==> src/sv/mdb_pkg.sv <==
// Package: shared constants, codes and types for the MDB block receiver.
`timescale 1ns / 1ps

package mdb_pkg;

   // Buffer geometry
   localparam int BUFFER_DEPTH = 36;
   localparam int IDX_W        = $clog2(BUFFER_DEPTH + 1);
   localparam int ADDR_W       = $clog2(BUFFER_DEPTH);
   localparam int FILL_W       = 6;

   // Field widths
   localparam int OP_W     = 3;
   localparam int BYTE_W   = 8;
   localparam int STATUS_W = 3;

   // Configuration port
   localparam int CSR_ADDR_W = 3;
   localparam int CSR_DATA_W = 32;

   // Operation codes
   localparam logic [OP_W-1:0] OP_PLAIN  = 3'd0;
   localparam logic [OP_W-1:0] OP_MODE   = 3'd1;
   localparam logic [OP_W-1:0] OP_READ   = 3'd2;
   localparam logic [OP_W-1:0] OP_STATUS = 3'd3;
   localparam logic [OP_W-1:0] OP_CLEAR  = 3'd4;

   // Block status codes
   localparam logic [STATUS_W-1:0] ST_IDLE   = 3'd0;
   localparam logic [STATUS_W-1:0] ST_RECV   = 3'd1;
   localparam logic [STATUS_W-1:0] ST_OK     = 3'd2;
   localparam logic [STATUS_W-1:0] ST_CHKERR = 3'd3;
   localparam logic [STATUS_W-1:0] ST_OVER   = 3'd4;

   // Register index of protocol_mode
   localparam logic REG_PROTOCOL_MODE = 1'b0;

   // Per-transaction result from the control stage (data byte comes from the RAM)
   typedef struct packed {
      logic                reply_valid;
      logic                reply_nak;
      logic                data_valid;
      logic [STATUS_W-1:0] rx_status;
      logic [FILL_W-1:0]   fill_count;
   } result_type;

endpackage

==> src/sv/mdb_ram.sv <==
// Generic single-port-write, single-port-read RAM with registered read data.
`timescale 1ns / 1ps

module mdb_ram #(
   parameter int WIDTH = 8,
   parameter int DEPTH = 36
) (
   input  logic                     clock,
   input  logic                     wr_en,
   input  logic [$clog2(DEPTH)-1:0] wr_addr,
   input  logic [WIDTH-1:0]         wr_data,
   input  logic                     rd_en,
   input  logic [$clog2(DEPTH)-1:0] rd_addr,
   output logic [WIDTH-1:0]         rd_data
);

   logic [WIDTH-1:0] mem [DEPTH];
   logic [WIDTH-1:0] rd_data_ff;

   always_ff @(posedge clock) begin
      if (wr_en) begin
         mem[wr_addr] <= wr_data;
      end
      if (rd_en) begin
         rd_data_ff <= mem[rd_addr];
      end
   end

   assign rd_data = rd_data_ff;

endmodule

==> src/sv/mdb_ctrl.sv <==
// Control stage: indices, running sum, block status and ACK/NAK decisions.
`timescale 1ns / 1ps

module mdb_ctrl (
   input  logic                          clock,
   input  logic                          reset,
   input  logic                          accept,
   input  logic                          protocol_mode,
   input  logic [mdb_pkg::OP_W-1:0]      op,
   input  logic [mdb_pkg::BYTE_W-1:0]    rx_byte,
   output logic                          ram_wr_en,
   output logic [mdb_pkg::ADDR_W-1:0]    ram_wr_addr,
   output logic                          ram_rd_en,
   output logic [mdb_pkg::ADDR_W-1:0]    ram_rd_addr,
   output mdb_pkg::result_type           result
);
   import mdb_pkg::*;

   logic [IDX_W-1:0]    write_index_ff, write_index_in;
   logic [IDX_W-1:0]    read_index_ff, read_index_in;
   logic [STATUS_W-1:0] block_status_ff, block_status_in;
   logic [BYTE_W-1:0]   running_sum_ff, running_sum_in;

   logic                mdb;
   logic                room;
   logic                put;
   logic [IDX_W-1:0]    read_next;

   assign mdb       = (protocol_mode == 1'b0);
   assign room      = (write_index_ff < IDX_W'(BUFFER_DEPTH));
   assign read_next = read_index_ff + IDX_W'(1);

   // Next-state and reply decode for one transaction
   always_comb begin
      write_index_in     = write_index_ff;
      read_index_in      = read_index_ff;
      block_status_in    = block_status_ff;
      running_sum_in     = running_sum_ff;
      put                = 1'b0;
      ram_rd_en          = 1'b0;
      result.reply_valid = 1'b0;
      result.reply_nak   = 1'b0;
      result.data_valid  = 1'b0;
      unique case (op)
         OP_PLAIN: begin
            if (room) begin
               put = 1'b1;
               if (mdb) begin
                  block_status_in = ST_RECV;
                  running_sum_in  = ((block_status_ff == ST_IDLE) ? '0 : running_sum_ff)
                                    + rx_byte;
               end
            end else if (mdb) begin
               block_status_in    = ST_OVER;
               result.reply_valid = 1'b1;
               result.reply_nak   = 1'b1;
            end
         end
         OP_MODE: begin
            if (mdb) begin
               if (block_status_ff == ST_IDLE) begin
                  // lone byte: stored if it fits, acknowledged either way
                  put                = room;
                  block_status_in    = ST_OK;
                  result.reply_valid = 1'b1;
               end else if (block_status_ff == ST_RECV) begin
                  result.reply_valid = 1'b1;
                  if (room) begin
                     put = 1'b1;
                     if (rx_byte == running_sum_ff) begin
                        block_status_in = ST_OK;
                     end else begin
                        block_status_in  = ST_CHKERR;
                        result.reply_nak = 1'b1;
                     end
                  end else begin
                     block_status_in  = ST_OVER;
                     result.reply_nak = 1'b1;
                  end
               end
            end
         end
         OP_READ: begin
            if (read_index_ff < write_index_ff) begin
               ram_rd_en         = 1'b1;
               result.data_valid = 1'b1;
               if (read_next == write_index_ff) begin
                  read_index_in  = '0;
                  write_index_in = '0;
               end else begin
                  read_index_in = read_next;
               end
            end
         end
         OP_STATUS: begin
            block_status_in = ST_IDLE;
         end
         OP_CLEAR: begin
            write_index_in  = '0;
            read_index_in   = '0;
            block_status_in = ST_IDLE;
         end
         default: begin
         end
      endcase
      if (put) begin
         write_index_in = write_index_ff + IDX_W'(1);
      end
      // Status read reports the value before it is cleared
      result.rx_status  = (op == OP_STATUS) ? block_status_ff : block_status_in;
      result.fill_count = (write_index_in >= read_index_in) ?
                          FILL_W'(write_index_in - read_index_in) : '0;
   end

   assign ram_wr_en   = accept & put;
   assign ram_wr_addr = write_index_ff[ADDR_W-1:0];
   assign ram_rd_addr = read_index_ff[ADDR_W-1:0];

   // State registers
   always_ff @(posedge clock) begin
      if (reset) begin
         write_index_ff  <= '0;
         read_index_ff   <= '0;
         block_status_ff <= ST_IDLE;
         running_sum_ff  <= '0;
      end else if (accept) begin
         write_index_ff  <= write_index_in;
         read_index_ff   <= read_index_in;
         block_status_ff <= block_status_in;
         running_sum_ff  <= running_sum_in;
      end
   end

endmodule

==> src/sv/mdb_block_receiver.sv <==
// Top level: MDB block receiver with buffer RAM, CSR port and result pipeline.
`timescale 1ns / 1ps

// The receiver takes one transaction per clock unless stalled by the result side (a
// received byte, a byte with the mode bit, a buffer read, a status read or a clear)
// and returns exactly one result per transaction via stage 1 and the output register.
// All indices, status, running sum and ACK/NAK decisions are updated in the cycle
// the transaction is accepted; stage 1 holds the result fields while the registered
// read of the 36-entry byte buffer RAM completes. A holding stage ahead of the output
// register lets new transactions be taken while a result waits. protocol_mode sits
// at CSR address 0 and should be written only while the block is idle.

module mdb_block_receiver (
   input  logic                              clock,
   input  logic                              reset,
   // request channel
   input  logic                              req_valid,
   output logic                              req_ready,
   input  logic [mdb_pkg::OP_W-1:0]          req_op,
   input  logic [mdb_pkg::BYTE_W-1:0]        req_rx_byte,
   // response channel
   output logic                              rsp_valid,
   input  logic                              rsp_ready,
   output logic                              rsp_reply_valid,
   output logic                              rsp_reply_nak,
   output logic                              rsp_data_valid,
   output logic [mdb_pkg::BYTE_W-1:0]        rsp_data_byte,
   output logic [mdb_pkg::STATUS_W-1:0]      rsp_rx_status,
   output logic [mdb_pkg::FILL_W-1:0]        rsp_fill_count,
   // configuration port
   input  logic                              csr_psel,
   input  logic                              csr_penable,
   input  logic                              csr_pwrite,
   input  logic [mdb_pkg::CSR_ADDR_W-1:0]    csr_paddr,
   input  logic [mdb_pkg::CSR_DATA_W-1:0]    csr_pwdata,
   output logic [mdb_pkg::CSR_DATA_W-1:0]    csr_prdata,
   output logic                              csr_pready
);
   import mdb_pkg::*;

   logic protocol_mode_ff;
   logic csr_sel_mode;

   logic accept;
   logic s1_move;
   logic s2_load;

   logic                ram_wr_en;
   logic [ADDR_W-1:0]   ram_wr_addr;
   logic                ram_rd_en;
   logic [ADDR_W-1:0]   ram_rd_addr;
   logic [BYTE_W-1:0]   ram_rd_data;
   result_type          ctrl_result;

   logic                s1_valid_ff;
   result_type          s1_result_ff;
   logic                s2_valid_ff;
   result_type          s2_result_ff;
   logic [BYTE_W-1:0]   s2_data_ff;

   // CSR access
   assign csr_pready   = 1'b1;
   assign csr_sel_mode = (csr_paddr[CSR_ADDR_W-1] == REG_PROTOCOL_MODE);
   assign csr_prdata   = csr_sel_mode ? CSR_DATA_W'(protocol_mode_ff) : '0;

   always_ff @(posedge clock) begin
      if (reset) begin
         protocol_mode_ff <= 1'b0;
      end else if (csr_psel && csr_penable && csr_pwrite && csr_pready && csr_sel_mode) begin
         protocol_mode_ff <= csr_pwdata[0];
      end
   end

   // Handshake: s2 is the output register, s1 holds a transaction whose RAM read is pending
   assign s2_load   = !s2_valid_ff || rsp_ready;
   assign s1_move   = s1_valid_ff && s2_load;
   assign req_ready = !s1_valid_ff || s1_move;
   assign accept    = req_valid && req_ready;

   mdb_ctrl u_ctrl (
      .clock         (clock),
      .reset         (reset),
      .accept        (accept),
      .protocol_mode (protocol_mode_ff),
      .op            (req_op),
      .rx_byte       (req_rx_byte),
      .ram_wr_en     (ram_wr_en),
      .ram_wr_addr   (ram_wr_addr),
      .ram_rd_en     (ram_rd_en),
      .ram_rd_addr   (ram_rd_addr),
      .result        (ctrl_result)
   );

   mdb_ram #(
      .WIDTH (BYTE_W),
      .DEPTH (BUFFER_DEPTH)
   ) u_ram (
      .clock   (clock),
      .wr_en   (ram_wr_en),
      .wr_addr (ram_wr_addr),
      .wr_data (req_rx_byte),
      .rd_en   (accept && ram_rd_en),
      .rd_addr (ram_rd_addr),
      .rd_data (ram_rd_data)
   );

   // Stage 1: result fields wait here while the RAM read completes
   always_ff @(posedge clock) begin
      if (reset) begin
         s1_valid_ff <= 1'b0;
      end else if (accept) begin
         s1_valid_ff <= 1'b1;
      end else if (s1_move) begin
         s1_valid_ff <= 1'b0;
      end
   end

   always_ff @(posedge clock) begin
      if (accept) begin
         s1_result_ff <= ctrl_result;
      end
   end

   // Stage 2: output register
   always_ff @(posedge clock) begin
      if (reset) begin
         s2_valid_ff <= 1'b0;
      end else if (s2_load) begin
         s2_valid_ff <= s1_valid_ff;
      end
   end

   always_ff @(posedge clock) begin
      if (s1_move) begin
         s2_result_ff <= s1_result_ff;
         s2_data_ff   <= s1_result_ff.data_valid ? ram_rd_data : '0;
      end
   end

   assign rsp_valid       = s2_valid_ff;
   assign rsp_reply_valid = s2_result_ff.reply_valid;
   assign rsp_reply_nak   = s2_result_ff.reply_nak;
   assign rsp_data_valid  = s2_result_ff.data_valid;
   assign rsp_data_byte   = s2_data_ff;
   assign rsp_rx_status   = s2_result_ff.rx_status;
   assign rsp_fill_count  = s2_result_ff.fill_count;

endmodule
==> config.mk <==
export PLATFORM = sky130hd
export DESIGN_NAME = mdb_block_receiver
export DESIGN_NICKNAME = d
export VERILOG_FILES = /design/src/sv/mdb_pkg.sv /design/src/sv/mdb_ram.sv /design/src/sv/mdb_ctrl.sv /design/src/sv/mdb_block_receiver.sv
export SDC_FILE = /design/constraint.sdc
export NUM_CORES = 1
export LEC_CHECK = 0
export ABC_AREA = 1
export CAP_MARGIN = 15
export CELL_PAD_IN_SITES_DETAIL_PLACEMENT = 0
export CELL_PAD_IN_SITES_GLOBAL_PLACEMENT = 1
export CORE_MARGIN = 5
export CORE_UTILIZATION = 26
export DETAILED_ROUTE_END_ITERATION = 7
export DONT_BUFFER_PORTS = 1
export PLACE_DENSITY = 0.54
export RECOVER_POWER = 25
export SLEW_MARGIN = 20
export SYNTH_ARGS = -nofsm -noshare
export SYNTH_HDL_FRONTEND = slang
export SYNTH_SLANG_ARGS = --single-unit
==> constraint.sdc <==
create_clock -name clock -period 4.2 [get_ports clock]
set_clock_uncertainty 0.2 [all_clocks]
set_input_delay 0.63 -clock clock [delete_from_list [all_inputs] [get_ports clock]]
set_output_delay 0.63 -clock clock [all_outputs]
set_load 0.005 [all_outputs]
# == Word level (Yosys, flattened, before mapping) ==
# Memory sizes are Yosys's and may differ from the RTL's. A register that Yosys moved wholly into a read port is not among the register bits.
# Index checks and enable logic that the tools add are counted.
# classes
n_eq_ne,7
n_mux,39
multipliers,0
n_div,0
n_addsub,4
n_reduce_logical,15
bitwise_logic,3
n_shift,0
n_lt_le_gt_ge,3
# op_table
cell,count
$mux W6,5
$mux W3,8
$pmux W6 S2,2
$mux W1,16
$add A6 B1 Y6 const B,2
$pmux W3 S3,1
$add A8 B8 Y8,1
$eq A8 B8 Y1,1
$mux W2,4
$mux W8,1
$eq A3 B1 Y1 const B,2
$eq A3 B2 Y1 const B,2
$eq A6 B6 Y1,1
$ge A6 B6 Y1,1
$logic_and A1 B1 Y1,6
$logic_not A3 Y1,2
$lt A6 B6 Y1,1
$lt A6 B6 Y1 const B,1
$sub A6 B6 Y6,1
$pmux W2 S2,1
$reduce_and A4 Y1,1
$eq A3 B3 Y1 const B,1
$logic_not A1 Y1,2
$logic_or A1 B1 Y1,2
5 further kinds,6
# totals
mem_count,1
romBits,0
in_bits,53
latch_bits,0
wordCells,90
ramBits,288
regBits,58
# mem_list
name,words,width,rd,rd_clocked_by_memory_dff,wr,line,source
u_ram.mem,36,8,1,1,1,mdb_ram.sv:17,logic [WIDTH-1:0] mem [DEPTH];

# == Depth between registers and ports, before layout ==
# depth
depth_word,9
depth_mapped,25
ltp_nobuf,21

# == Cells and area by module ==
# From an unflattened synthesis, not the netlist that was laid out.
# hier_totals
cells_unflattened,1527
area_unflattened_um2,15939.0
# by_module_without_submodules
module,cells_each,area_per_inst_um2,instances,seq_area_each_um2
mdb_ram,1009,12004.0,1,8888.5
mdb_ctrl,409,2493.6,1,460.4
mdb_block_receiver,109,1441.4,1,1021.0

# == Worst setup path after synthesis ==
# Ideal clock, no wire load.
# synth_timing
path_kind,flip-flop to flip-flop
from,register u_ctrl.read_index_ff[0] (netlist: u_ctrl.ram_rd_addr[0])
to,"register s1_result_ff[5] (netlist bit), data pin"
setup_ns,0.271
stages_incl_launch_ff,24
period_less_slack_ns,3.802
path_buffers,4
setup_slack_ns,0.398
arrival_ns,3.331
cell_sequence,dfxtp_1 > inv_1 > buf_4 > buf_4 > buf_2 > buf_2 > ha_1 > nor2_1 > o21ai_0 > nand3_1 > nor2_1 > nand4_4 > nand3_1 > nand2_1 > inv_1 > ha_1 > inv_1 > fa_1 > nand2_1 > nand2_1 > nand2_1 > nand3_1 > a21oi_1 > nor3b_1
# synth_between
elab_chain_cells,7
elab_cells_between_ends,12
cone_classes,add/sub (2); order compare (2); eq/ne (1); mux (7)
# synth_lines
element,line,source
"start, declared",mdb_ctrl.sv:20,"logic [IDX_W-1:0] read_index_ff, read_index_in;"
"start signal, assigned",mdb_ctrl.sv:128,read_index_ff <= read_index_in;
$add A6 B1 Y6,mdb_ctrl.sv:31,assign read_next = read_index_ff + IDX_W'(1);
$eq A6 B6 Y1,mdb_ctrl.sv:87,if (read_next == write_index_ff) begin
$mux W6,mdb_ctrl.sv:87,
$mux W6,mdb_ctrl.sv:84,if (read_index_ff < write_index_ff) begin
$pmux W6 S2,mdb_ctrl.sv:44,unique case (op)
$mux W6,mdb_ctrl.sv:106,if (put) begin
$sub A6 B6 Y6 / $ge A6 B6 Y1 (equally long branches),"mdb_ctrl.sv:112, mdb_ctrl.sv:111",
"end signal, assigned",mdb_block_receiver.sv:120,s1_result_ff <= ctrl_result;
"end, declared",mdb_block_receiver.sv:56,result_type s1_result_ff;
# Several ways; a longest one is shown, not always the timed one.
# A chain may end at the register's enable or synchronous reset.

# == Final worst setup path ==
# Same ends and word-level chain as after synthesis.

==> metrics.txt <==
status finished with violations; failing checks capacitance limit, slew limit; sequential area share after synthesis 66.6%; Max Fclk around 280 MHz; hpwl dp 25700 um; routed wire length 43700 um; CP Cell Sequence ha_1 > inv_1 > nand2_1 > nand2_1 > nand2_1 > nand3_1 > nor2_4 > nand4_4 > nand3_1 > nand2_1 > inv_1 > ha_1 > inv_1 > fa_1 > nand2_1 > nand2_1 > nand2_1 > nand3_1 > a21oi_1 > nor3b_1; Routed Antenna Nets 0; Static Leak 6.19 nW; Crit path arrival time 3.69 ns; final hold vios 0; Hold Path End u_ctrl.ram_wr_addr[4]$_SDFFE_PP0P_; Hold Path Class in2reg; WS Path Type reg2reg; Post-synth EDFFs 328; vias between 10000 and 15000; final period demand of the worst path 3.62 ns; CTS tree done; Chip Width 255 um; Clock Tree Buf Depth 3; Internal Dissipation slightly above 6 mW; # IOs 108; DRC Markers 0; final setup TNS 0 ns; R2R setup slack about 0.58 ns; Worst R2R Path Depth 20; I/O Buffers 0; Sw Share 24.8%; crit-path max FO 21; vias in the first global route 10226; drt pass-1 iters 5; Final Max Slew Viols 291; max incr delay on CP 0.52 ns; Rows 89; CTS clk-pin slew, worst paths 0.07 ns; critical path's slowest cell dfxtp_4; CP Capture Type flop; number of CTS-inserted buffers 38; WP data required 4.27 ns; final net count 1455; Seq pwr share 49.2%; vias per cell 4.74; setup violators final 0; Pwr Density 453 mW/mm^2; synth unique cells 42; WL/cell 20.0 um; post-cts resize count 0; Comb pwr share between 9 and 10%; htree depth 2; Total GRT Usage 13.2%; worst reg2reg startpoint u_ctrl.ram_rd_addr[0]$_SDFFE_PP0P_; RSZ-0062 raised after global routing false; Ys Warns 0; clock group share of total power 40.9%; share of post-route cells with drive strength above 1 a little under a tenth; Async SR Flop Fraction 0%; Core Region ~0.06 mm^2; die height 255 um; placed cells 2101; area grow syn2layout 14.0%; CP dominant cell by count nand2_1; Seq cells post-synth 354; Fillers roughly 6000; die area approximately 0.065 mm^2; global route overflow 0; transition time of the tightest slew-check pin 1.96 ns; root buf cell clkbuf_16; Post-Synthesis Cells 1356; ANT cells 0; Top FF cell, synth edfxtp_1; r2r endpoint s1_result_ff[5]$_SDFFCE_PN0P_; GP Congestion 0.778; total power around 8 mW; Worst Setup Start Kind flop; Post-Layout Cell Count around 2200; global-route wire length before repair 65100 um; number of DRC markers in iteration 0 725; Max-slew headroom -30.5%; hold_sp reset; Switching Power just under 2 mW; largest net degree at the start of global routing 91; clock latency on the worst-skew pair 0.54 ns; Mapped Avg Cell Area 11.5 um^2; initial antenna violation count 1; CTS Sinks 354; Worst IR Drop VDD 0.222 mV; Post-Syn Area 0.0156 mm^2; Hold Crit Depth 3; Tcrit/Tclk final 86.1%; Initial Utilization 26.3%; max_cap viols 8
## worst max-delay path, delay by kind of cell (launching register included)
kind / cells / cell delay (ns)
adder cells (fa/ha/maj): 3 / 0.84
flip-flops: 1 / 0.52
AND/OR/NAND/NOR: 13 / 1.26
AO/OA/AOI/OAI: 1 / 0.34
buffers and inverters: 3 / 0.19
## state kept, by name, indices dropped and copies added, names as in the netlist
signal and cells:
u_ram.mem 288, s1_result_ff 12, rsp_data_byte 8, u_ctrl.running_sum_ff 8, u_ram.rd_data 8, rsp_fill_count 6, u_ctrl.ram_rd_addr 6, u_ctrl.ram_wr_addr 6
rsp_rx_status 3, u_ctrl.block_status_ff 3, protocol_mode_ff 1, rsp_data_valid 1, rsp_reply_nak 1, rsp_reply_valid 1, rsp_valid 1, s1_valid_ff 1
## worst max-delay path by stage
stage	from	slack [ns]	end	cells after the start
2_1_floorplan	u_ctrl.ram_rd_addr[0]$_SDFFE_PP0P_	0.40	s1_result_ff[5]$_SDFFCE_PN0P_	23
3_3_place_gp	u_ctrl.ram_rd_addr[0]$_SDFFE_PP0P_	0.55	s1_result_ff[5]$_SDFFCE_PN0P_	20
3_5_place_dp	u_ctrl.ram_rd_addr[0]$_SDFFE_PP0P_	0.57	s1_result_ff[5]$_SDFFCE_PN0P_	20
4_1_cts	u_ctrl.ram_rd_addr[0]$_SDFFE_PP0P_	0.56	s1_result_ff[5]$_SDFFCE_PN0P_	20
5_1_grt	u_ctrl.ram_rd_addr[0]$_SDFFE_PP0P_	0.29	s1_result_ff[5]$_SDFFCE_PN0P_	20
6_report	u_ctrl.ram_rd_addr[0]$_SDFFE_PP0P_	0.58	s1_result_ff[5]$_SDFFCE_PN0P_	20
## Yosys cell counts (2+ instances only)
master	n	share of area, %
xnor2_1	3	0.17
buf_1	3	0.072
xor2_1	13	0.73
o22ai_1	17	0.68
fa_1	2	0.26
inv_2	7	0.17
nand3_2	2	0.13
nand4_1	9	0.36
a21boi_1	5	0.24
a21oi_1	48	1.5
buf_2	18	0.58
buf_4	36	1.7
nand2_1	118	2.8
ha_1	21	1.7
o21bai_1	3	0.14
dfxtp_1	26	3.3
nor3_1	9	0.29
clkbuf_1	48	1.2
nand2_2	2	0.080
clkinv_1	2	0.048
or2_2	2	0.080
nor2_4	2	0.14
conb_1	2	0.048
nand4_2	4	0.32
nor2_1	211	5.1
o21ai_0	165	5.3
nand3_1	90	2.9
o211ai_1	9	0.43
inv_1	79	1.9
nor4_2	3	0.24
edfxtp_1	328	63
nor3b_1	3	0.14
nor2_2	2	0.080
o221ai_1	56	3.2
## what timing repair did
item / in CTS / in global routing
hold endpoints to repair: 285 / 0
setup buffers: 0 / 0
hold buffers: 11 / 0
## cells by family after synthesis
group / share of synthesized area (%)
AOI/OAI and AO/OA: 11.8
xor gates and xnor gates: 0.900
adders and majority gates: 1.95
buffers and inverters: 5.67
DFF: 66.6
other: 0.0482
and+or+nand+nor: 13.0
## cells in the final DEF (no fill, tap or decap), types with 3 or more instances in the layout
master / netlist / layout
o21ai_0: 165 / 165
dfxtp_1: 26 / 24
o211ai_1: 9 / 9
dlygate4sd3_1: 0 / 3
nor2_1: 211 / 211
clkbuf_1: 48 / 14
clkinv_1: 2 / 8
edfxtp_1: 328 / 328
inv_1: 79 / 77
bufinv_16: 0 / 3
nor3b_1: 3 / 3
inv_6: 0 / 3
clkbuf_16: 0 / 39
xnor2_1: 3 / 3
o21bai_1: 3 / 3
nand4_1: 9 / 9
nor4_2: 3 / 3
ha_1: 21 / 21
buf_4: 36 / 46
xor2_1: 13 / 13
nand4_2: 4 / 4
nand2_1: 118 / 118
o221ai_1: 56 / 56
o22ai_1: 17 / 17
clkinv_2: 0 / 6
inv_2: 7 / 8
nand3_1: 90 / 90
a21boi_1: 5 / 5
conb_1: 2 / 32
a21oi_1: 48 / 47
nor3_1: 9 / 9
## power groups by stage
| stage | logic [mW] | registers (mW) | clock network, mW |
|---|---|---|---|
| 6_report | 0.792 | 3.96 | 3.29 |
| 4_1_cts | 0.817 | 3.95 | 3.38 |
| 5_1_grt | 0.891 | 3.96 | 3.52 |
| 3_5_place_dp | 0.743 | 4.03 | 0 |
| 3_3_place_gp | 0.743 | 4.03 | 0 |
| 2_1_floorplan | 0.533 | 4.01 | 0 |
## routing by layer
layer / vias to the layer above / routed length [um] / global-route usage [%] / part of all wire (%)
met1: 5095 / 19000 / 17.4 / 44
met3: 75 / 1940 / 1.76 / 4.4
met5: - / 0 / 0 / 0
met2: 260 / 21100 / 22.4 / 48
met4: 0 / 1570 / 4.88 / 3.6
li1: 4886 / - / - / -
## metrics by stage
stage	utilization (%)	instance area, um^2	setup slack (ns)	hold slack (ns)
finish	30.0	17700	0.582	0.0421
global route	30.0	17700	0.291	0.0130
CTS	30.2	17900	0.565	0.00467
detailed placement	27.9	16500	0.572	0.209
global placement	27.9	16500	0.547	0.202
floorplan	-	15700	0.398	0.200
## cell type report
class	count	area (um^2)	area share (%)
Clock buffer	45	998	5.63
Multi-Input combinational cell	839	4440	25.0
Timing Repair Buffer	58	425	2.40
Inverter	88	333	1.88
Sequential cell	354	10400	58.5
Tap cell	773	967	5.45
Clock inverter	21	206	1.16
Note: power is estimated with default switching activity, not from simulation.
